`config.mk`:
```
export PLATFORM = sky130hd
export DESIGN_NAME = lzw_fifo
export DESIGN_NICKNAME = d
export VERILOG_FILES = /design/src/rtl/core/lzw_pkg.sv /design/src/rtl/core/lzw_fifo.sv
export SDC_FILE = /design/constraint.sdc
export NUM_CORES = 1
export LEC_CHECK = 0
export BUFFER_PORTS_ARGS = -buffer_cell sky130_fd_sc_hd__buf_2
export CAP_MARGIN = 5
export CORE_AREA = 2 2 60 62
export CTS_CLUSTER_DIAMETER = 100
export CTS_CLUSTER_SIZE = 24
export DETAILED_ROUTE_END_ITERATION = 8
export DIE_AREA = 0 0 62 64
export HOLD_SLACK_MARGIN = 0.1
export PLACE_DENSITY = 0.75
export SETUP_SLACK_MARGIN = 0.02
export SLEW_MARGIN = 15
export SYNTH_ARGS = -nofsm -noshare
export SYNTH_HDL_FRONTEND = slang
export SYNTH_SLANG_ARGS = --single-unit
```
`constraint.sdc`:
```
create_clock -name i_clk -period 2.28 [get_ports i_clk]
set_input_delay 0.228 -clock i_clk [delete_from_list [all_inputs] [get_ports i_clk]]
set_output_delay 0.228 -clock i_clk [all_outputs]
set_load 0.05 [all_outputs]
```
`src/rtl/core/lzw_pkg.sv`:
```
package lzw_pkg;

    localparam int WINDOW_SIZE = 4096;
    localparam int MAX_MATCH   = 18;
    localparam int MIN_LEN     = 3;
    localparam int GROUP_TOK   = 8;
    localparam int GROUP_BYTES = 16;
    localparam int FIFO_DEPTH  = 4;

    localparam int AW  = $clog2(WINDOW_SIZE);
    localparam int LW  = $clog2(MAX_MATCH + 1);
    localparam int GBW = $clog2(GROUP_BYTES + 1);
    localparam int FPW = $clog2(FIFO_DEPTH);

    localparam logic [7:0]    FILL_BYTE  = 8'h20;
    localparam logic [AW-1:0] POS_OFFSET = AW'(16);

    typedef struct packed {
        logic [7:0] data;
        logic       last;
    } t_item;

    typedef enum logic [2:0] {
        S_CLEAR,
        S_LOAD,
        S_START,
        S_SEARCH,
        S_DECIDE,
        S_COMMIT,
        S_FLUSH
    } t_state;

endpackage

```
`src/rtl/core/lzw_fifo.sv`:
```
module lzw_fifo
    import lzw_pkg::*;
(
    input  logic  i_clk,
    input  logic  i_rst_n,
    input  logic  i_push,
    input  t_item i_item,
    output logic  o_full,
    input  logic  i_pop,
    output t_item o_item,
    output logic  o_empty
);

    t_item          r_mem [FIFO_DEPTH];
    logic [FPW-1:0] r_wr;
    logic [FPW-1:0] r_rd;
    logic [FPW:0]   r_cnt;
    logic           do_push;
    logic           do_pop;

    assign o_full  = (r_cnt == (FPW+1)'(FIFO_DEPTH));
    assign o_empty = (r_cnt == '0);
    assign do_push = i_push && !o_full;
    assign do_pop  = i_pop && !o_empty;
    assign o_item  = r_mem[r_rd];

    always_ff @(posedge i_clk) begin
        if (do_push) begin
            r_mem[r_wr] <= i_item;
        end
    end

    always_ff @(posedge i_clk) begin
        if (!i_rst_n) begin
            r_wr  <= '0;
            r_rd  <= '0;
            r_cnt <= '0;
        end else begin
            if (do_push) begin
                r_wr <= r_wr + 1'b1;
            end
            if (do_pop) begin
                r_rd <= r_rd + 1'b1;
            end
            if (do_push && !do_pop) begin
                r_cnt <= r_cnt + 1'b1;
            end else if (do_pop && !do_push) begin
                r_cnt <= r_cnt - 1'b1;
            end
        end
    end

endmodule

```
==> impl.org, run 1 <==
** STA
- For the final database, setup skew stands at 9.268 ps.
- Final setup slack of the worst path :: 118.4 ps
- Setup total negative slack on the finished layout was measured at 0 ps.
- Setup repair after global routing left no endpoint under its margin.
- Endpoints failing setup :: 0
- Achievable clock frequency :: 462.6 MHz
- The number of failing hold endpoints at the final stage came to 0.
- Part of the cycle the worst path needs :: 94.81%
- Post-layout minimum cycle time :: 2162 ps
- Slew Limit Headroom :: 65.08%
- For the pin with the worst max-slew slack, the measured transition is 523.7 ps.
- The total count of max-transition violations in the final report is 0.

** Run status
- The run finished with clean final reports.

** Yosys
- Count of cell types in the netlist :: 22
- Warning count from the yosys run :: 0
- After synthesis the netlist holds a flip-flop and latch count of 45.
- Counting every net in the synthesized netlist gives 114.
- Synthesis handed over a netlist of 95 instances.
- Post-synth design cell area :: 0.001782 mm²
- The average instance in the mapped netlist occupies 18.75 µm².
- Of the synthesized area, sequential elements account for 70.79%.

** Cells and area
- The area growth from synthesis to layout is 19.66%.
- Count of antenna diodes in the layout :: 0
- The sequential cells in the finished layout cover a total of 0.001264 mm².
- Share of cells above drive strength 1 :: 34.59%
- Most frequent standard cell in the layout excluding fill and tap cells :: sky130_fd_sc_hd__edfxtp_1
- Most frequent cells in the layout :: 36 x sky130_fd_sc_hd__edfxtp_1, 23 x sky130_fd_sc_hd__buf_2, 9 x sky130_fd_sc_hd__mux4_2, 9 x sky130_fd_sc_hd__dlygate4sd3_1, 8 x sky130_fd_sc_hd__and2_1
- Cells fill 64.91% of the core in the end.
- Fill cells in the final layout number 229.
- The multi-input combinational cells in the finished layout cover a total of 503.0 µm².
- The net count of the finished layout is 151.

** Route
- The detailed router finished its first iteration with 23 violations.
- The first detailed-routing pass took 4 iterations.
- In this run the remaining antenna-violating nets after routing total 0.
- Via-to-Cell Ratio :: 5.117
- Number of design rule violations left after detail routing :: 0
- Final routed wire length divided by cell count :: 15.86 µm
- For this block, the via count after detailed routing is 916.
- Total length of routed wires :: 2.839 mm

** Clock network
- Clk pin slew, worst setup/hold paths :: 110 ps
- Counting every sink on the clock net gives 45.
- TritonCTS Buffers :: 5
- Clk buf depth :: 2
- For the worst-skew pair, the clock arrives at the later sink with an insertion delay of 350 ps.
- The H-tree was split into 2 levels.
- TritonCTS built the clock tree.
- CTS placed an instance of sky130_fd_sc_hd__clkbuf_4 at the clock tree root.

** Floorplan
- Die Footprint :: 0.003968 mm²
- Top-level port count :: 24
- The die is 62 µm wide.
- After floorplanning, the core was divided into 21 placement rows.
- Initial cell density of the core :: 54.25%
- The core region is 0.003284 mm².
- Measured along the y axis, the die boundary spans 64 µm.

** Critical path
- Cell at the slowest stage of the critical path :: sky130_fd_sc_hd__fa_1
- The critical path goes through nor3b_4 -> nor2b_2 -> ha_1 -> inv_1 -> fa_1 -> xor2_1 -> or3_1 -> a21boi_1.
- Setup slack of the worst register-to-register path :: 120 ps
- For this run, the slowest stage of the critical path takes 410 ps.
- Together, buffers and inverters on the worst path number 1.
- Path type of the worst setup path :: flop to flop
- Critical path startpoint category :: flop
- Largest delay contributor family on the critical path :: simple AND/OR/NAND/NOR gates
- Crit. End Element :: flop
- Worst Path Required :: 2550 ps
- Data arrives at the worst endpoint at 2430 ps.
- Of all nets on the critical path, the largest fanout is 6.

** Placement
- HPWL after detailed placement :: 1.870 mm
- Post-place setup slack :: 102.0 ps
- Buffers on Ports :: 23
- At the end of routability-driven placement, the weighted congestion stood at 0.7272.

** Power
- VDD sags by at most 0.6110 mV.
- For this design the ratio of total power to cell area is 1162 mW/mm².
- The analysis attributes to cell leakage a power of 0.7682 nW.

** Job
- Max Cap Viol :: 0

** GRT
- Gr ovfl total :: 0
- The number of antenna violations at the first check in global routing was 0.
- The first global-routing pass estimated 4.450 mm of wire.
- Entering global routing, the biggest net connects 15 pins.
- Via count of the first global-routing pass :: 952
- Global routing used 16.37% of the available tracks across all layers.

** Hold path
- In this run the worst hold path is classified as primary input to flop.
routing by layer:
metal | global-route usage, % | vias to the layer above | part of all wire (%)
met1 | 19.80 | 447 | 42
met4 | 7.713 | 0 | 2.4
met5 | 0 | - | 0
met3 | 5.668 | 8 | 4.3
met2 | 25.65 | 25 | 51
li1 | - | 436 | -
stage by stage:
step                hold slack (ps)  total power [mW]  std cells  area, µm²
global placement              437.9             1.970        162       1952
floorplan                     326.9             1.807         95       1788
detailed placement            446.0             2.000        162       1952
global route                  188.1             2.597        179       2132
CTS                           191.4             2.491        179       2128
finish                        197.2             2.477        179       2132
cell usage after synthesis:
cell | count | share of area [%]
sky130_fd_sc_hd__buf_2 | 1 | 0.28
sky130_fd_sc_hd__inv_1 | 3 | 0.63
sky130_fd_sc_hd__fa_1 | 1 | 1.1
sky130_fd_sc_hd__xnor2_1 | 3 | 1.5
sky130_fd_sc_hd__edfxtp_1 | 36 | 61
sky130_fd_sc_hd__nor3b_2 | 1 | 0.70
sky130_fd_sc_hd__xor2_1 | 1 | 0.49
sky130_fd_sc_hd__and2_1 | 8 | 2.8
sky130_fd_sc_hd__nor3_1 | 1 | 0.28
sky130_fd_sc_hd__mux2i_1 | 3 | 1.7
sky130_fd_sc_hd__clkbuf_1 | 2 | 0.42
sky130_fd_sc_hd__ha_1 | 5 | 3.5
sky130_fd_sc_hd__o311ai_1 | 1 | 0.49
sky130_fd_sc_hd__o21ai_0 | 1 | 0.28
sky130_fd_sc_hd__nor2b_1 | 2 | 0.70
sky130_fd_sc_hd__or3_1 | 1 | 0.35
sky130_fd_sc_hd__o31ai_2 | 1 | 0.70
sky130_fd_sc_hd__mux4_2 | 9 | 11
sky130_fd_sc_hd__buf_6 | 1 | 0.63
sky130_fd_sc_hd__nand2_1 | 4 | 0.84
sky130_fd_sc_hd__a21boi_1 | 1 | 0.42
sky130_fd_sc_hd__dfxtp_1 | 9 | 10
kinds of logic after synthesis:
| logic type | synth area share (%) |
|---|---|
| adders and majority gates | 4.635 |
| AOI/OAI and AO/OA | 1.896 |
| and+or+nand+nor | 5.688 |
| xor gates and xnor gates | 1.967 |
| DFF | 70.79 |
| buffers and inverters | 1.966 |
| muxes | 13.06 |
flip-flops by register name (all words and copies together) (netlist names), named ones only:
name / flops
r_cnt: 3
r_mem: 36
r_rd: 2
r_wr: 2
path summary, 6_finish.rpt:
check / from / to / cells after the start
max reg2reg: r_cnt[2] / r_cnt[2] / 8
max: r_cnt[2] / r_cnt[2] / 8
min: i_rst_n / r_cnt[1] / 2
min reg2reg: r_wr[0] / r_wr[0] / 2
timing repair:
item | in CTS | in global routing
hold buffers | 9 | 0
buffers inserted | 0 | 0
gates resized for setup | 2 | 2
setup endpoints to repair | 1 | 1
hold endpoints to repair | 35 | 0
cell type report:
type,count,area share [%]
clock inverter,2,1.643
sequential,45,59.27
timing repair buffer,34,10.33
tap,46,2.700
clock buffer,6,1.937
multi-input combinational,43,23.59
inverter,3,0.5282
power breakdown:
group          switching (mW)  internal [mW]
Combinational           0.569          0.333
Sequential             0.0982           1.01
Clock                   0.236          0.230
Note: power is estimated with default switching activity, not from simulation.
==> run 2: changes to the inputs <==
- CORE_AREA: 2 2 60 62 -> 2 2 58 60
- DIE_AREA: 0 0 62 64 -> 0 0 60 62
- PLACE_DENSITY: 0.75 -> 0.8
- clock period: 2.28 -> 2.7 ns (I/O delays scaled with it)
==> impl.org, run 2 (synthesis results as in run 1) <==
** Cells and area
- At the end of the flow, the number of nets in the layout was 141.
- The largest registers in the layout are r_mem: 36 flops, r_cnt: 3 flops.
- After routing the design area is 0.002014 mm².
- Area growth from synthesis to layout :: 13.06%
- Register with the most flip-flops :: r_mem
- 0 antenna diodes ended up in the layout.
- Flip-flop count of the largest register after layout :: 36
- Fillers :: 235
- Register area :: 0.001261 mm²
- The post-route netlist has 34.15% of its cells at a drive strength greater than 1.
- Most frequent cells in the layout :: 36 x sky130_fd_sc_hd__edfxtp_1, 23 x sky130_fd_sc_hd__buf_2, 9 x sky130_fd_sc_hd__mux4_2, 9 x sky130_fd_sc_hd__dfxtp_1, 8 x sky130_fd_sc_hd__and2_1
- Leaving out fill and tap cells, the most frequent cell in the layout is sky130_fd_sc_hd__edfxtp_1.
- Area used by multi-input combinational logic :: 485.5 µm²

** Floorplan
- Top-level port count :: 24
- In this run the horizontal extent of the chip is 60 µm.
- The floorplan step defined a die boundary enclosing 0.003720 mm².
- Core region area :: 0.003179 mm²
- The initial utilization of the core area, before any placement, comes to 56.04%.
- Die height :: 62 µm
- After floorplanning, the core was divided into 21 placement rows.

** STA
- For the finished layout, the period the worst path requires is 2216 ps.
- The total count of max-transition violations in the final report is 0.
- Endpoints failing setup :: 0
- Setup repair after global routing left no endpoint under its margin.
- After layout, the worst path uses 82.08% of the clock period.
- Measured against its own limit, the worst slew margin works out to 59.52%.
- Final setup slack of the worst path :: 484.0 ps
- Summed over all failing endpoints, the final setup total negative slack is 0 ps.
- The clock arrives with 14.19 ps of skew.
- The number of failing hold endpoints at the final stage is 0.
- Achievable clock frequency :: 451.3 MHz
- Slew at the pin with the worst max-slew slack :: 606.3 ps

** Clock network
- At the later pin of the worst-skew pair, clock insertion delay measures 340 ps.
- The tree is rooted in a sky130_fd_sc_hd__clkbuf_4.
- Clk buf depth :: 2
- TritonCTS built the clock tree.
- Post-CTS repair changed the size of 0 cells.
- CTS sink count :: 45
- Post-CTS setup buffer count :: 0
- Post-CTS Hold Fix Bufs :: 0
- Clk pin slew, worst setup/hold paths :: 120 ps
- The number of clock buffers added by TritonCTS is 5.
- The clock tree synthesis step divided the H-tree into 2 levels.

** Route
- For this block, the initial DRC count from the detailed router was 25.
- Post-route ant nets :: 0
- Using the TritonRoute via totals, the vias-per-cell ratio works out to 5.219.
- Detailed routing inserted a total of 882 vias.
- Number of design rule violations left after detail routing :: 0
- Total length of routed wires :: 2.510 mm
- Final routed wire length divided by cell count :: 14.85 µm
- First-pass detailed-route iteration total :: 4

** GRT
- The number of antenna violations at the first check in global routing is 0.
- Gr ovfl total :: 0
- Met3 track utilization from global routing :: 6.004%
- Entering global routing, the biggest net connects 15 pins.
- Via count of the first global-routing pass :: 884
- GRT met2 Usage :: 28.88%
- Global Route Usage Sum :: 16.20%
- First-pass GRT wire length :: 4.064 mm
- Met1 track utilization from global routing :: 17.46%
- Gr busiest metal :: met2

** Critical path
- For this design, the slowest cell found on the critical path is sky130_fd_sc_hd__dfxtp_1.
- Path type of the worst setup path :: flop to flop
- Crit. End Element :: flop
- Traced cell by cell, the critical path runs through nor3b_2 -> nor2b_1 -> buf_4 -> ha_1 -> inv_1 -> fa_1 -> xor2_1 -> or3_1 -> a21boi_1.
- STA puts the critical path data arrival time at 2480 ps.
- Of all nets on the critical path, the largest fanout is 7.
- Worst Path Required :: 2960 ps
- Total buffers and inverters traversed by the critical path :: 2
- Crit-path max cell delay :: 500 ps
- Largest delay contributor family on the critical path :: adder cells
- The worst setup path is launched from a flop.
- The setup check on the worst reg-to-reg path leaves a slack of 480 ps.

** Hold path
- Type of the worst min-delay path :: primary input to flop

** Power
- Overall power after layout :: 2.022 mW
- Across the VDD grid, the largest voltage drop is 0.5902 mV.
- Summed over all cells, the static leakage comes to 0.7225 nW.
- For this design the ratio of total power to cell area is 1004 mW/mm².

** Placement
- Timing analysis after detailed placement gives a worst setup slack of 508.7 ps.
- Buffers on Ports :: 23
- Instance area after placement :: 0.001938 mm²
- Global placer's final weighted congestion :: 0.7390
- HPWL after detailed placement :: 1.808 mm

** Run status
- Result of the run :: finished clean

** Job
- Max Cap Viol :: 0
[run 2: stage by stage]
stage | util, % | hold slack, ps | std cells
global route | 63.36 | 107.4 | 169
detailed placement | 60.96 | 491.8 | 161
global placement | 60.96 | 479.9 | 161
finish | 63.36 | 133.1 | 169
CTS | 63.36 | 113.3 | 169
floorplan | - | 368.9 | 95
[run 2: metal layers]
layer | up-vias | wire length, µm
li1 | 416 | -
met4 | 0 | 64
met1 | 432 | 1008
met5 | - | 0
met3 | 9 | 125
met2 | 25 | 1312
[run 2: layout make-up]
class | count | area share (%)
Sequential cell | 45 | 62.61
Multi-Input combinational cell | 43 | 24.10
Timing Repair Buffer | 24 | 6.087
Tap cell | 46 | 2.857
Clock buffer | 6 | 2.050
Clock inverter | 2 | 1.739
Inverter | 3 | 0.5590
[run 2: final timing paths]
path | cells after the start | to | from
min | 1 | r_mem[0][5] | i_item[5]
max reg2reg | 9 | r_cnt[2] | r_cnt[0]
min reg2reg | 2 | r_wr[1] | r_wr[1]
max | 9 | r_cnt[2] | r_cnt[0]
[run 2: where the power goes]
part           internal, mW  total, mW  switching, mW
Sequential            0.851      0.949         0.0983
Combinational         0.254      0.690          0.436
Clock                 0.194      0.384          0.189
[run 2: worst reg2reg max path, cell delays in order (launching register included)]
cell	delay (ps)
sky130_fd_sc_hd__dfxtp_1	500
sky130_fd_sc_hd__nor3b_2	90
sky130_fd_sc_hd__nor2b_1	110
sky130_fd_sc_hd__buf_4	150
sky130_fd_sc_hd__ha_1	200
sky130_fd_sc_hd__inv_1	70
sky130_fd_sc_hd__fa_1	380
sky130_fd_sc_hd__xor2_1	170
sky130_fd_sc_hd__or3_1	320
sky130_fd_sc_hd__a21boi_1	180
==> run 3: changes to the inputs <==
- CORE_AREA: 2 2 58 60 -> 2 2 60 62
- DIE_AREA: 0 0 60 62 -> 0 0 62 64
- PLACE_DENSITY: 0.8 -> 0.75
- clock period: 2.7 -> 2.04 ns (I/O delays scaled with it)
==> impl.org, run 3 (synthesis results as in run 1) <==
** Floorplan
- The die is 64 µm tall.
- Top-level port count :: 24
- The die is 62 µm wide.
- Core region area :: 0.003284 mm²
- The floorplan has 21 rows.
- Die Footprint :: 0.003968 mm²
- Initial cell density of the core :: 54.25%

** Route
- Final routed wire length divided by cell count :: 15.79 µm
- Via-to-Cell Ratio :: 5.060
- Across all layers, the routed design uses 921 vias.
- Initial DRC Count :: 16
- The first TritonRoute pass finished after 4 iterations.
- In this run the remaining antenna-violating nets after routing total 0.
- After detailed routing, the number of remaining DRC violations is 0.
- Wires add up to 2.874 mm.

** STA
- Clk_skew :: 11.89 ps
- The number of failing hold endpoints at the final stage was 0.
- Achievable clock frequency :: 513.4 MHz
- After layout, the worst path uses 95.48% of the clock period.
- Endpoints failing setup :: 0
- For the pin with the worst max-slew slack, the measured transition is 461.8 ps.
- Final-report max-slew violation count :: 0
- Setup TNS Final :: 0 ps
- The worst pin sits at a relative slew slack of 69.22%.
- RSZ-0062 raised after global routing :: true
- Post-layout minimum cycle time :: 1948 ps

** Cells and area
- Most frequent standard cell in the layout excluding fill and tap cells :: sky130_fd_sc_hd__edfxtp_1
- For this run, the post-layout net count is 154.
- Fin cells :: 182
- Cells fill 66.36% of the core in the end.
- Once layout is done, the placed cells without fillers occupy 0.002180 mm².
- Summing all multi-input logic gate instances after layout gives 518.0 µm².
- Flip-flop count of the largest register after layout :: 36
- Share of cells above drive strength 1 :: 39.71%
- Count of antenna diodes in the layout :: 0
- Fill cells in the final layout number 233.
- Compared with the post-synthesis result, the final layout area differs by 22.33%.
- In the layout the commonest cells are 36 x sky130_fd_sc_hd__edfxtp_1, 23 x sky130_fd_sc_hd__buf_2, 9 x sky130_fd_sc_hd__mux4_2, 9 x sky130_fd_sc_hd__dlygate4sd3_1, 8 x sky130_fd_sc_hd__and2_1.
- Register with the most flip-flops :: r_mem
- Register area :: 0.001271 mm²
- The largest registers in the layout are r_mem: 36 flops, r_cnt: 3 flops.

** Clock network
- Clk buf depth :: 2
- After clock tree synthesis, the clock-pin slew on the worst setup and hold paths is 120 ps.
- The H-tree generated during clock tree synthesis spans 2 levels.
- Clock tree synthesis selected as its root buffer the cell sky130_fd_sc_hd__clkbuf_4.
- CTS sink count :: 45
- TritonCTS Buffers :: 5
- Worst-skew pair later-pin latency :: 340 ps
- TritonCTS clock tree :: built

** Critical path
- Launching instance or port of the critical path :: r_cnt[2]
- Critical Path Sink :: r_cnt[2]
- For flop-to-flop paths, the worst setup slack is 90 ps.
- Reg-to-Reg End :: r_cnt[2]
- Worst Path Required :: 2310 ps
- Critical path startpoint category :: flop
- Crit. End Element :: flop
- Arrival time at the worst endpoint :: 2220 ps
- The startpoint identified for the worst register-to-register timing path is r_cnt[2].
- Path type of the worst setup path :: flop to flop
- Number of cell instances on the worst register-to-register path :: 8
- Maximum net fanout on the critical path :: 6

** Hold path
- Type of the worst min-delay path :: primary input to flop

** Placement
- During placement, the flow inserted port buffers numbering 23.
- The congestion estimate from routability-driven global placement came to 0.7570.
- Placed instance count :: 165
- HPWL after detailed placement :: 1.964 mm
- Instance area after placement :: 0.001996 mm²

** Run status
- The run finished with clean final reports.

** GRT
- For this run, the total global-route usage over all layers was measured as 17.47%.
- The first global-routing pass estimated 4.726 mm of wire.
- The global routing stage identified its most utilized layer as met2.
- Summed over all layers, the global routing overflow is 0.
- Met3 track utilization from global routing :: 4.453%
- Number of antenna violations at the first check in global routing :: 0
- GRT met2 Usage :: 30.60%
- Largest net degree at the start of global routing :: 15
- For met1 alone, demand over resource in global routing was 19.72%.
- The number of global-route vias before repair came to 1009.

** Power
- Power density over the cells :: 1281 mW/mm²
- Across the VDD grid, the largest voltage drop is 0.5473 mV.
- Leakage :: 0.7809 nW

** Job
- Max Cap Viol :: 0
-- run 3: changes by cell type in the layout (fill, tap and decap cells not counted), sizes merged --
cell,delta
dlygate4sd3,+9
clkbuf,-1
clkinvlp,+1
buf,+4
-- run 3: worst min path at each step --
stage | startpoint | end | slack (ps) | cells past startpoint
finish | i_rst_n | r_wr[0] | 180 | 3
global route | i_rst_n | flop | 170 | 2
CTS | i_rst_n | r_wr[0] | 160 | 3
detailed placement | i_item[8] | r_mem[1][8] | 420 | 1
global placement | i_item[3] | r_mem[1][3] | 410 | 1
floorplan | i_item[0] | r_mem[0][0] | 300 | 0
-- run 3: cell type report --
| type | instances | area share (%) |
|---|---|---|
| clock buffers | 5 | 1.722 |
| inverters | 3 | 0.5166 |
| well taps | 46 | 2.641 |
| flip-flops and latches | 45 | 58.32 |
| repair buffers | 37 | 11.14 |
| multi-input cells | 43 | 23.77 |
| clock inverters | 3 | 1.894 |
-- run 3: timing repair --
item | in CTS | in global routing
setup endpoints to repair | 7 | 1
endpoints found under the hold margin | 36 | 0
pin swaps | 0 | 1
gates resized for setup | 3 | 1
buffers inserted | 0 | 0
hold buffers | 9 | 0
-- run 3: critical path: stages (launching register included) --
cell	delay (ps)
sky130_fd_sc_hd__dfxtp_2	380
sky130_fd_sc_hd__nor3b_4	160
sky130_fd_sc_hd__nor2b_2	180
sky130_fd_sc_hd__ha_4	170
sky130_fd_sc_hd__inv_2	40
sky130_fd_sc_hd__fa_2	370
sky130_fd_sc_hd__xor2_1	150
sky130_fd_sc_hd__or3_1	300
sky130_fd_sc_hd__a21boi_1	140
-- run 3: where the power goes --
part / total (mW) / internal (mW) / switching (mW)
sequential: 1.26 / 1.14 / 0.118
clock: 0.517 / 0.254 / 0.263
combinational: 1.02 / 0.400 / 0.620
total: 2.79 / 1.79 / 1.00
-- run 3: routing by layer --
metal / vias up / wire length [µm]
li1: 441 / -
met1: 459 / 1107
met2: 19 / 1634
met3: 2 / 118
met4: 0 / 13
met5: - / 0
-- run 3: metrics by stage --
| stage | hold WS [ps] | power (mW) | worst slack (ps) |
|---|---|---|---|
| 2_1_floorplan | 302.9 | 2.048 | -43.17 |
| 3_3_place_gp | 413.8 | 2.244 | 100.6 |
| 3_5_place_dp | 424.0 | 2.279 | -15.39 |
| 4_1_cts | 164.4 | 2.820 | 56.45 |
| 5_1_grt | 170.1 | 2.949 | 5.274 |
| 6_report | 182.1 | 2.793 | 92.21 |
